--- src/otm_pkg.sv ---
// ----------------------------------------------------------------------------
// otm_pkg
// Shared types, constants and the Gaussian score table of the onset tempo
// estimator.
// ----------------------------------------------------------------------------
package otm_pkg;

  localparam int unsigned POS_W       = 40;
  localparam int unsigned TEMPO_W     = 15;
  localparam int unsigned CONF_W      = 16;
  localparam int unsigned SPB_W       = 20;
  localparam int unsigned SR_W        = 18;
  localparam int unsigned RATE_W      = 17;
  localparam int unsigned HSIZE_W     = 6;
  localparam int unsigned CFG_IDX_W   = 3;
  localparam int unsigned CFG_DATA_W  = 18;

  localparam logic [TEMPO_W-1:0] TEMPO_RESET = 15'd7680;
  localparam logic [5:0]         TEMPO_STEP  = 6'd32;
  localparam int unsigned        MIN_ONSETS  = 4;

  // beat numerator 3840 * sample_rate, 30 bits; beat period in Q16 samples
  localparam int unsigned BNUM_W   = 30;
  localparam int unsigned PER_W    = 46;

  // shared divider geometry
  localparam int unsigned DIV_NW   = 62;
  localparam int unsigned DIV_DW   = 46;

  // score table: entry k ~ 65536 * exp(-8k / EXP_DEPTH)
  localparam int unsigned EXP_DEPTH = 256;
  localparam int unsigned EXP_AW    = 8;
  localparam int unsigned EXP_W     = 17;
  // k = floor(xq^2 * 625 * EXP_DEPTH / (9 << 36))
  localparam int unsigned MUL_K     = 625 * EXP_DEPTH;
  localparam int unsigned MUL_K_W   = 18;
  localparam int unsigned K_LIM     = 9 * EXP_DEPTH;
  localparam int unsigned RECIP9    = 7282;

  // Q30 Taylor sum for exp(-8 / EXP_DEPTH), each term truncated
  localparam longint unsigned EXP_TA  = (64'd1 << 33) / EXP_DEPTH;
  localparam longint unsigned EXP_T0  = 64'd1 << 30;
  localparam longint unsigned EXP_T1  = (EXP_T0 * EXP_TA) >> 30;
  localparam longint unsigned EXP_T2  = ((EXP_T1 * EXP_TA) >> 30) / 2;
  localparam longint unsigned EXP_T3  = ((EXP_T2 * EXP_TA) >> 30) / 3;
  localparam longint unsigned EXP_T4  = ((EXP_T3 * EXP_TA) >> 30) / 4;
  localparam longint unsigned EXP_T5  = ((EXP_T4 * EXP_TA) >> 30) / 5;
  localparam longint unsigned EXP_T6  = ((EXP_T5 * EXP_TA) >> 30) / 6;
  localparam longint unsigned EXP_T7  = ((EXP_T6 * EXP_TA) >> 30) / 7;
  localparam longint unsigned EXP_T8  = ((EXP_T7 * EXP_TA) >> 30) / 8;
  localparam longint unsigned EXP_T9  = ((EXP_T8 * EXP_TA) >> 30) / 9;
  localparam longint unsigned EXP_T10 = ((EXP_T9 * EXP_TA) >> 30) / 10;
  localparam longint unsigned EXP_T11 = ((EXP_T10 * EXP_TA) >> 30) / 11;
  localparam longint unsigned EXP_T12 = ((EXP_T11 * EXP_TA) >> 30) / 12;
  localparam longint EXP_SUM = longint'(EXP_T0) - longint'(EXP_T1) + longint'(EXP_T2)
                             - longint'(EXP_T3) + longint'(EXP_T4) - longint'(EXP_T5)
                             + longint'(EXP_T6) - longint'(EXP_T7) + longint'(EXP_T8)
                             - longint'(EXP_T9) + longint'(EXP_T10) - longint'(EXP_T11)
                             + longint'(EXP_T12);
  localparam longint unsigned EXP_C = (EXP_SUM > 0) ? unsigned'(EXP_SUM) : 64'd0;

  typedef enum logic [CFG_IDX_W-1:0] {
    REG_SAMPLE_RATE  = 3'd0,
    REG_MIN_TEMPO    = 3'd1,
    REG_MAX_TEMPO    = 3'd2,
    REG_ADAPT_RATE   = 3'd3,
    REG_HISTORY_SIZE = 3'd4
  } otm_reg_t;

  typedef enum logic [0:0] {
    REQ_ONSET = 1'b0,
    REQ_CLEAR = 1'b1
  } otm_req_t;

  typedef enum logic [4:0] {
    S_IDLE, S_T_CHK, S_P_GO, S_P_W, S_RD_A, S_RD_B, S_IV, S_Q_GO, S_Q_W,
    S_X_GO, S_X_W, S_SQ, S_N, S_ACC, S_CAND, S_SM1, S_SM2, S_C_GO, S_C_W,
    S_SPB_GO, S_SPB_W, S_OUT
  } otm_state_t;

  typedef struct packed {
    logic busy;
    logic done;
  } otm_div_stat_t;

  typedef logic [EXP_W-1:0] otm_exp_tab_t [EXP_DEPTH];

  function automatic otm_exp_tab_t build_exp_tab();
    otm_exp_tab_t tab;
    longint unsigned acc;
    acc = 64'd1 << 30;
    for (int k = 0; k < EXP_DEPTH; k++) begin
      tab[k] = EXP_W'((acc + 64'd8192) >> 14);
      acc = (acc * EXP_C) >> 30;
    end
    return tab;
  endfunction

  localparam otm_exp_tab_t EXP_TAB = build_exp_tab();

endpackage

--- src/otm_div.sv ---
// ----------------------------------------------------------------------------
// otm_div
// Restoring divider over a DIV_NW-bit numerator, one quotient bit per cycle.
// ----------------------------------------------------------------------------
module otm_div
  import otm_pkg::*;
(
  input  logic               clk,
  input  logic               rst,
  input  logic               start,
  input  logic [DIV_NW-1:0]  num,
  input  logic [DIV_DW-1:0]  den,
  output logic [DIV_NW-1:0]  quo,
  output logic [DIV_DW-1:0]  rem,
  output otm_div_stat_t      stat
);

  localparam int unsigned CNT_W = $clog2(DIV_NW + 1);

  logic [DIV_DW-1:0] dvs;
  logic [CNT_W-1:0]  cnt;
  logic [DIV_DW:0]   shifted;
  logic              fits;

  assign shifted = {rem, quo[DIV_NW-1]};
  assign fits    = shifted >= {1'b0, dvs};

  always_ff @(posedge clk) begin
    if (rst) begin
      stat <= '0;
      cnt  <= '0;
    end else begin
      stat.done <= !start && stat.busy && (cnt == CNT_W'(1));
      if (start) begin
        quo       <= num;
        rem       <= '0;
        dvs       <= den;
        cnt       <= CNT_W'(DIV_NW);
        stat.busy <= 1'b1;
      end else if (stat.busy) begin
        // shift in the next numerator bit, subtract when it fits
        if (fits) begin
          rem <= DIV_DW'(shifted - {1'b0, dvs});
        end else begin
          rem <= shifted[DIV_DW-1:0];
        end
        quo <= {quo[DIV_NW-2:0], fits};
        cnt <= cnt - 1'b1;
        if (cnt == CNT_W'(1)) begin
          stat.busy <= 1'b0;
        end
      end
    end
  end

endmodule

--- config.mk ---
export PLATFORM = sky130hd
export DESIGN_NAME = otm_div
export DESIGN_NICKNAME = d
export VERILOG_FILES = /design/src/otm_pkg.sv /design/src/otm_div.sv
export SDC_FILE = /design/constraint.sdc
export NUM_CORES = 1
export LEC_CHECK = 0
export ABC_AREA = 1
export BUFFER_PORTS_ARGS = -buffer_cell sky130_fd_sc_hd__buf_4
export CORE_ASPECT_RATIO = 1.75
export CORE_MARGIN = 4
export CORE_UTILIZATION = 50
export DETAILED_ROUTE_END_ITERATION = 12
export PLACE_DENSITY = 0.84
export SLEW_MARGIN = 10
export SYNTH_ARGS = -nofsm -noshare
export SYNTH_HDL_FRONTEND = slang
export SYNTH_SLANG_ARGS = --single-unit
--- constraint.sdc ---
create_clock -name clk -period 6.8 [get_ports clk]
set_clock_uncertainty 0.1 [all_clocks]
set_input_delay 1.02 -clock clk [delete_from_list [all_inputs] [get_ports clk]]
set_output_delay 1.02 -clock clk [all_outputs]
set_load 0.01 [all_outputs]
Word level (Yosys, flattened, before mapping)
Index checks and enable logic that the tools add are counted.
Operators by class
  add/sub/neg operators: 2
  $lt $le $gt $ge: 1
  equality and inequality tests: 1
  mux-type cells: 9
  bitwise gates (word level): 1
  reduce and logical (&&, ||, !) cells: 7
Operators with widths (count)
  $mux W62: 2
  $mux W46: 2
  $ge A47 B46 Y1: 1
  $sub A46 B46 Y46: 1
  $mux W6: 2
  $eq A6 B1 Y1 const B: 1
  $sub A6 B1 Y6 const B: 1
  $reduce_and A2 Y1: 2
  $mux W1: 3
  $logic_and A1 B1 Y1: 2
  $reduce_bool A2 Y1: 1
  $reduce_or A2 Y1: 1
  $logic_not A1 Y1: 1
  $not A1 Y1: 1
Storage, ports and cells
  register bits: 162
  bits of input ports: 111
  word-level logic and storage cells: 28

Depth between registers and ports, before layout
Gate-level depths: netlist of run 1.
  depth in word-level cells: 4
  depth in mapped cells: 17
  gate-level depth less buffers: 16

Worst setup path after synthesis of run 1
Ideal clock, no wire load.
  path kind: input to register
  start point: in start
  end point: reg quo[0], enable pin
  library setup time: 0.577 ns
  arrival time: 5.810 ns
  data required time: 6.123 ns
  path slack: 0.313 ns
  stages on the path: 3
  buffers on the path: 1
  path through: clkbuf_1 > nor2_1 > nor2_1
Between the ends
  longest elaborated chain between the ends: 2
Ends and longest elaborated chain
  start: declaration: RTL line otm_div.sv:10  | input logic start,
  $reduce_bool A2 Y1 (no source line)
  $reduce_and A2 Y1 (no source line)
  end signal: assignment: RTL line otm_div.sv:35  | quo <= num;
  end signal: assignment: RTL line otm_div.sv:47  | quo <= {quo[DIV_NW-2:0], fits};
  end: declaration: RTL line otm_div.sv:13  | output logic [DIV_NW-1:0] quo,
Every way passes these cells.
A chain may end at the register's enable or synchronous reset.

Worst setup path in the final report of run 1
  start point: in start
  end point: reg dvs[22], enable pin
Between the ends
  longest elaborated chain between the ends: 1
Ends and longest elaborated chain
  $reduce_and A2 Y1 (no source line)
  end signal: assignment: RTL line otm_div.sv:37  | dvs <= den;
  end: declaration: RTL line otm_div.sv:20  | logic [DIV_DW-1:0] dvs;
Every way passes these cells.

==> metrics.cfg, run 1 <==
[clock_network]
cts_root_buf = sky130_fd_sc_hd__clkbuf_16
cts_sinks = 162
post-cts-setup-buffers = 0
cts_made_buffers = 17
hold_buffers = 0
clock_insertion_delay_worst_skew_ns = 0.44
cts_tree = built
cts_htree_levels = 4
post_cts.resized_instances = 0
cts.reportedPaths.clkPinSlew_ns = 0.07
ctsLongestPathBuffers = 2

[global_route]
antenna_found_initial = 0
grt_pass1_wl_um = 49900
grt_usage_pct = 27.2
first_global_vias = 9938
grt_max_degree = 74
grt_remaining_overflow = 0

[yosys]
synthesis.instances = 1423
synth_edf_count = 154
post-synth-top-area-cell = sky130_fd_sc_hd__edfxtp_1
yosys-top-cells-area = sky130_fd_sc_hd__edfxtp_1, sky130_fd_sc_hd__nand2_1, sky130_fd_sc_hd__inv_1
netlist.area_leader.share_pct = 43.9
syn_nets = 1583
synth-main-ff-cell = sky130_fd_sc_hd__edfxtp_1
yosys_reg_bits = 162
synth.yosys.warnings = 0
synth.lib_cells_used.distinct = 38
fraction_of_the_yosys_area_taken_by_sequential_cells_pct = 45.4
synth_async_sr_flop_share_pct = 0
postSynthAreaPerCell_um2 = 7.41
netlist_area_um2 = 10500

[placement]
placedCellCount = 1869
place.detailed.hpwl_um = 25800
port_buffers = 220
gp_routability_congestion = 1.07
dpl-instance-area_um2 = 12400

[sta]
setup_tns_ns = 0
rsz0062_at_grt = no
max_slew_headroom_pct = 23.4
timing.final.max_slew_violations = 0
pin_slew_with_the_least_headroom_to_its_limit_ns = 1.15
max_freq_mhz = 259
final_hold_viol_count = 0
post-route-min-period_ns = 3.86
finalCritPeriodShare_pct = 56.8
finalSetupViolCount = 0

[die]
number_of_i_o_pins = 221
floorplan.die_area_um2 = 23600
core_region_area_um2 = 20800
dieHeight_um = 200
core.rowCount = 70
horizontal_extent_of_the_die_um = 118
start_util_pct = 50.6

[power]
ir_worst_vdd_v = 0.000258
p_leak_nw = 6.74
power.density_nw_per_um2 = 246

[route]
via_per_inst = 5.14
drc_markers = 0
wl_per_cell_um = 17.0
route.vias.total = 9769
detailedRoute.firstIterationViolations = 583
wirelength_um = 32400
detail_route.first_pass.iterations = 5
drtAntennaViolNets = 0

[finish]
instances_no_fill = 1901
layout.nets = 1796
n_antenna_cell = 0
layout-drive-gt1-share_pct = 18.3
layout_commonest_cell = sky130_fd_sc_hd__nand2_1
layout_common_cells = sky130_fd_sc_hd__nand2_1, sky130_fd_sc_hd__buf_4, sky130_fd_sc_hd__inv_1, sky130_fd_sc_hd__nor2_1, sky130_fd_sc_hd__edfxtp_1
finish.instance_area_um2 = 13000
area.growth.synth_to_final_pct = 23.2

[status]
status = complete, no violations

[critical_path]
reg_to_reg_setup_timing_slack_ns = 3.26
setup.worst_path.end_class = flip-flop
crit_type = in2reg
cp_max_fo = 70
setup.worst_path.start_class = primary input
worst_ep_arrival_time_ns = 3.87
critical_path_required_ns = 6.81

[run]
cap_viol_max_count = 0

[min_path]
min-delay-path-class = reg2reg

-- Yosys cell counts, types with 3 or more instances --
| cell | count |
|---|---|
| sky130_fd_sc_hd__a21oi_2 | 4 |
| sky130_fd_sc_hd__nand3_1 | 59 |
| sky130_fd_sc_hd__inv_1 | 223 |
| sky130_fd_sc_hd__nor3_1 | 7 |
| sky130_fd_sc_hd__o21ai_0 | 9 |
| sky130_fd_sc_hd__edfxtp_1 | 154 |
| sky130_fd_sc_hd__nor2_2 | 7 |
| sky130_fd_sc_hd__dfxtp_1 | 8 |
| sky130_fd_sc_hd__nor2_1 | 159 |
| sky130_fd_sc_hd__a21oi_1 | 39 |
| sky130_fd_sc_hd__clkbuf_1 | 21 |
| sky130_fd_sc_hd__nand2_2 | 9 |
| sky130_fd_sc_hd__inv_2 | 18 |
| sky130_fd_sc_hd__o21ai_1 | 29 |
| sky130_fd_sc_hd__xor2_1 | 25 |
| sky130_fd_sc_hd__ha_1 | 48 |
| sky130_fd_sc_hd__a31oi_1 | 3 |
| sky130_fd_sc_hd__buf_6 | 6 |
| sky130_fd_sc_hd__o21bai_1 | 7 |
| sky130_fd_sc_hd__nand4_1 | 11 |
| sky130_fd_sc_hd__nand2_1 | 555 |
-- power by group --
group	internal, mW	total, mW	switching (mW)	leakage, nW
registers	1.20	1.26	0.0553	1.54
clock network	0.564	1.01	0.445	0.290
logic	0.340	0.936	0.595	4.90
total	2.10	3.20	1.10	6.74
-- worst paths after layout --
| kind | to | cells past startpoint | from |
|---|---|---|---|
| max | dvs[22] | 4 | start |
| min | cnt[5] | 2 | cnt[5] |
| max reg2reg | rem[30] | 13 | rem[25] |
| min reg2reg | cnt[5] | 2 | cnt[5] |
-- through the flow --
| step | hold WS [ns] | setup WS (ns) | total power [mW] | util [%] |
|---|---|---|---|---|
| after floorplan | 0.354 | 0.313 | 1.88 | - |
| after global placement | 0.360 | 2.59 | 2.18 | 59.4 |
| after detailed placement | 0.389 | 2.46 | 2.20 | 59.4 |
| after CTS | 0.399 | 2.95 | 3.20 | 62.3 |
| after global routing | 0.434 | 2.69 | 3.36 | 62.3 |
| final | 0.394 | 2.94 | 3.20 | 62.3 |
-- final cells by class --
type                    instances  area, µm²
clock buffers                  18        439
clock inverters                14        169
fillers                      1836       7860
inverters                     241        906
multi-input cells             990       4680
flip-flops and latches        162       4780
well taps                     252        315
repair buffers                224       1690
-- routing by layer --
metal	global-route usage, %	routed length [µm]
met1	25.7	11100
met2	54.1	17900
met3	5.30	1660
met4	16.0	1730
met5	0	0
-- cell families after synthesis --
kind of cell    share of synthesized area [%]
fa+ha+maj                                5.89
flops                                    45.4
compound gates                           5.18
xor+xnor                                 2.08
simple gates                             31.1
buf+inv                                  10.3
-- critical path: stages --
cell,delay (ns)
sky130_fd_sc_hd__buf_4,0.54
sky130_fd_sc_hd__clkinv_2,0.88
sky130_fd_sc_hd__nor2_4,0.92
sky130_fd_sc_hd__buf_4,0.45
-- sequential cells by signal, summed over array words and instances (netlist names) --
signal	flops
cnt	6
quo	62
rem	46
stat	2
dvs	46
Note: power is estimated with default switching activity, not from simulation.
==> inputs of run 2 (changes only) <==
--- a/config.mk
+++ b/config.mk
@@ -11,7 +11,7 @@
 export CORE_MARGIN = 4
 export CORE_UTILIZATION = 50
 export DETAILED_ROUTE_END_ITERATION = 12
-export PLACE_DENSITY = 0.84
+export PLACE_DENSITY = 0.81
 export SLEW_MARGIN = 10
 export SYNTH_ARGS = -nofsm -noshare
 export SYNTH_HDL_FRONTEND = slang
==> constraint.sdc (replaced) <==
create_clock -name clk -period 3.99 [get_ports clk]
set_clock_uncertainty 0.1 [all_clocks]
set_input_delay 0.5985 -clock clk [delete_from_list [all_inputs] [get_ports clk]]
set_output_delay 0.5985 -clock clk [all_outputs]
set_load 0.01 [all_outputs]
==> run 2 against run 1 <==
Effect of this change: combinational power is 71% higher; global-route usage is 0.44 points higher; sequential cell count stayed put; clock power is 65% higher; sequential share of layout area hardly changed; hold slack worse by 0.16 ns.
==> metrics.cfg, run 2 (synthesis results as in run 1) <==
[finish]
biggestRegsByFlops = quo: 62 flops, dvs: 46 flops, rem: 46 flops  ; unchanged
multi_input_comb_area_um2 = 4680  ; unchanged
nFillCells = 1918  ; was 1836
layout_commonest_cell = sky130_fd_sc_hd__nand2_1  ; unchanged
n_antenna_cell = 0  ; unchanged
layout_common_cells = sky130_fd_sc_hd__nand2_1, sky130_fd_sc_hd__buf_4, sky130_fd_sc_hd__inv_1, sky130_fd_sc_hd__nor2_1, sky130_fd_sc_hd__edfxtp_1  ; unchanged
number_of_flip_flops_under_the_largest_register_name = 62  ; unchanged
instances_no_fill = 1906  ; was 1901
layout.nets = 1801  ; was 1796
area.growth.synth_to_final_pct = 23.3  ; was 23.2%
layout-drive-gt1-share_pct = 18.5  ; was 18.3%
layout.area.seq_um2 = 4780  ; unchanged
biggest_register = quo  ; unchanged

[route]
wirelength_um = 32800  ; was 32400 µm
detail_route.first_pass.iterations = 7  ; was 5
wl_per_cell_um = 17.2  ; was 17.0 µm
detailedRoute.firstIterationViolations = 554  ; was 583
route.vias.total = 9831  ; was 9769
via_per_inst = 5.16  ; was 5.14
drc_markers = 0  ; unchanged
drtAntennaViolNets = 0  ; unchanged

[die]
dieHeight_um = 200  ; unchanged
floorplan.die_area_um2 = 23600  ; unchanged
start_util_pct = 50.6  ; unchanged
core_region_area_um2 = 20800  ; unchanged
core.rowCount = 70  ; unchanged
horizontal_extent_of_the_die_um = 118  ; unchanged
number_of_i_o_pins = 221  ; unchanged

[placement]
place.detailed.hpwl_um = 25800  ; about the same
gp_routability_congestion = 1.06  ; was 1.07
placedCellCount = 1874  ; was 1869
port_buffers = 220  ; unchanged

[clock_network]
cts_root_buf = sky130_fd_sc_hd__clkbuf_16  ; unchanged
post_cts.resized_instances = 0  ; unchanged
post-cts-setup-buffers = 0  ; unchanged
cts.reportedPaths.clkPinSlew_ns = 0.06  ; was 0.07 ns
cts_tree = built  ; unchanged
cts_made_buffers = 17  ; unchanged
cts_sinks = 162  ; unchanged
cts_htree_levels = 4  ; unchanged
ctsLongestPathBuffers = 2  ; unchanged
clock_insertion_delay_worst_skew_ns = 0.44  ; about the same
hold_buffers = 0  ; unchanged

[power]
switchingPower_mw = 1.83  ; was 1.10 mW
p_int_mw = 3.58  ; was 2.10 mW
power.density_nw_per_um2 = 416  ; was 246 nW/µm²
ir_worst_vdd_v = 0.000413  ; was 0.000258 V
seq_power_share_pct = 39.6  ; was 39.2%
p_leak_nw = 6.75  ; was 6.74 nW
clock_power_share_pct = 30.8  ; was 31.5%
sw_frac_of_total_pct = 33.9  ; was 34.2%
power.share.combinational_pct = 29.6  ; was 29.2%

[sta]
pin_slew_with_the_least_headroom_to_its_limit_ns = 0.799  ; was 1.15 ns
finalCritPeriodShare_pct = 79.8
max_slew_headroom_pct = 46.7  ; was 23.4%
rsz0062_at_grt = no  ; unchanged
post-route-min-period_ns = 3.18
finalSetupViolCount = 0  ; unchanged
setup_tns_ns = 0  ; unchanged
max_freq_mhz = 314
final_hold_viol_count = 0  ; unchanged
timing.final.max_slew_violations = 0  ; unchanged

[critical_path]
timing.critical_path.slowest_cell_delay_ns = 0.44  ; was 0.92 ns
worst_ep_arrival_time_ns = 3.37  ; was 3.87 ns
worst_path_most_repeated_cell = sky130_fd_sc_hd__nor2_1  ; was sky130_fd_sc_hd__buf_4
rr_startpoint = rem[3]  ; was rem[25]
regToRegEndpoint = rem[19]  ; was rem[30]
setup.worst_path.end_class = flip-flop  ; unchanged
cp_max_fo = 26  ; was 70
critical_path_required_ns = 4.18  ; was 6.81 ns
crit_type = reg2reg  ; was in2reg
worst_path_top_cell_family_by_delay = simple AND/OR/NAND/NOR gates  ; was buffers and inverters
cp.buffers_inverters = 2  ; was 3
setup.worst_path.start_class = flip-flop  ; was primary input
r2r.worst_path.cells = 11  ; was 13
reg_to_reg_setup_timing_slack_ns = 0.81  ; was 3.26 ns
crit_path_cell_trace = ha_1, nand2_1, nor2_1, nand4_1, nor2_1, nand3_2, nand4_4, buf_4, buf_4, o21ai_1, nor2_1  ; was buf_4, clkinv_2, nor2_4, buf_4
critPathSlowestCell = sky130_fd_sc_hd__edfxtp_1  ; was sky130_fd_sc_hd__nor2_4

[min_path]
min-delay-path-class = in2reg  ; was reg2reg
timing.hold.worst_path_depth = 1  ; was 2
hp-start = den[26]  ; was cnt[5]
holdPathEnd = dvs[26]  ; was cnt[5]

[global_route]
grt_max_degree = 69  ; was 74
antenna_found_initial = 0  ; unchanged
grt_usage_pct = 27.7  ; was 27.2%
grt_remaining_overflow = 0  ; unchanged
grt_pass1_wl_um = 50400  ; was 49900 µm
first_global_vias = 9934  ; was 9938

[status]
status = complete, no violations  ; unchanged

[run]
cap_viol_max_count = 0  ; unchanged

run 2: cell count changes in the layout (fill, tap and decap cells not counted):
cell | before | now
sky130_fd_sc_hd__buf_4 | 223 | 229
sky130_fd_sc_hd__inv_8 | 3 | 1
sky130_fd_sc_hd__buf_12 | 1 | 0
sky130_fd_sc_hd__clkbuf_1 | 0 | 1
sky130_fd_sc_hd__clkinv_2 | 1 | 2
sky130_fd_sc_hd__clkinvlp_4 | 3 | 4
sky130_fd_sc_hd__inv_6 | 4 | 3
run 2: worst max-delay path by stage:
stage             from      end  slack [ns]  cells past startpoint
2_1_floorplan    start   dvs[0]        0.22                      5
3_3_place_gp   rem[31]  rem[24]        0.91                     11
3_5_place_dp   rem[31]  rem[18]        0.85                     11
4_1_cts        rem[31]  rem[20]        0.81                     11
5_1_grt         rem[1]   rem[1]        0.63                     14
6_report        rem[3]  rem[19]        0.81                     11
run 2: per-stage QoR:
step	hold slack [ns]	setup WS, ns	power (mW)	util (%)	instance area [µm²]
2_1_floorplan	0.354	0.216	3.21	-	10500
3_3_place_gp	0.367	0.910	3.73	59.5	12400
3_5_place_dp	0.407	0.855	3.76	59.5	12400
4_1_cts	0.211	0.814	5.43	62.4	13000
5_1_grt	0.213	0.629	5.70	62.4	13000
6_report	0.233	0.807	5.41	62.4	13000
run 2: area by class of cell:
cell class / instances / share of cell area [%]
Inverter: 241 / 6.97
Sequential cell: 162 / 36.8
Clock buffer: 19 / 3.41
Multi-Input combinational cell: 990 / 36.0
Clock inverter: 13 / 1.16
Timing Repair Buffer: 229 / 13.2
Tap cell: 252 / 2.43
run 2: layer usage:
layer  track usage [%]  routed length [µm]  vias up
li1                  -                   -     4882
met1              27.0               11300     4465
met2              53.4               17700      391
met3              5.22                1900       93
met4              17.3                1970        0
met5                 0                   0        -
run 2: worst reg2reg max path, stage by stage (launching register included):
cell and delay (ns):
sky130_fd_sc_hd__edfxtp_1 0.44, sky130_fd_sc_hd__ha_1 0.40, sky130_fd_sc_hd__nand2_1 0.12, sky130_fd_sc_hd__nor2_1 0.26, sky130_fd_sc_hd__nand4_1 0.17, sky130_fd_sc_hd__nor2_1 0.26
sky130_fd_sc_hd__nand3_2 0.13, sky130_fd_sc_hd__nand4_4 0.31, sky130_fd_sc_hd__buf_4 0.38, sky130_fd_sc_hd__buf_4 0.25, sky130_fd_sc_hd__o21ai_1 0.09, sky130_fd_sc_hd__nor2_1 0.13
run 2: power groups by stage:
stage	sequential (mW)	clock, mW	combinational [mW]
floorplan	2.20	0	1.01
global placement	2.17	0	1.56
CTS	2.14	1.69	1.60
detailed placement	2.17	0	1.59
global route	2.16	1.76	1.78
finish	2.14	1.67	1.60
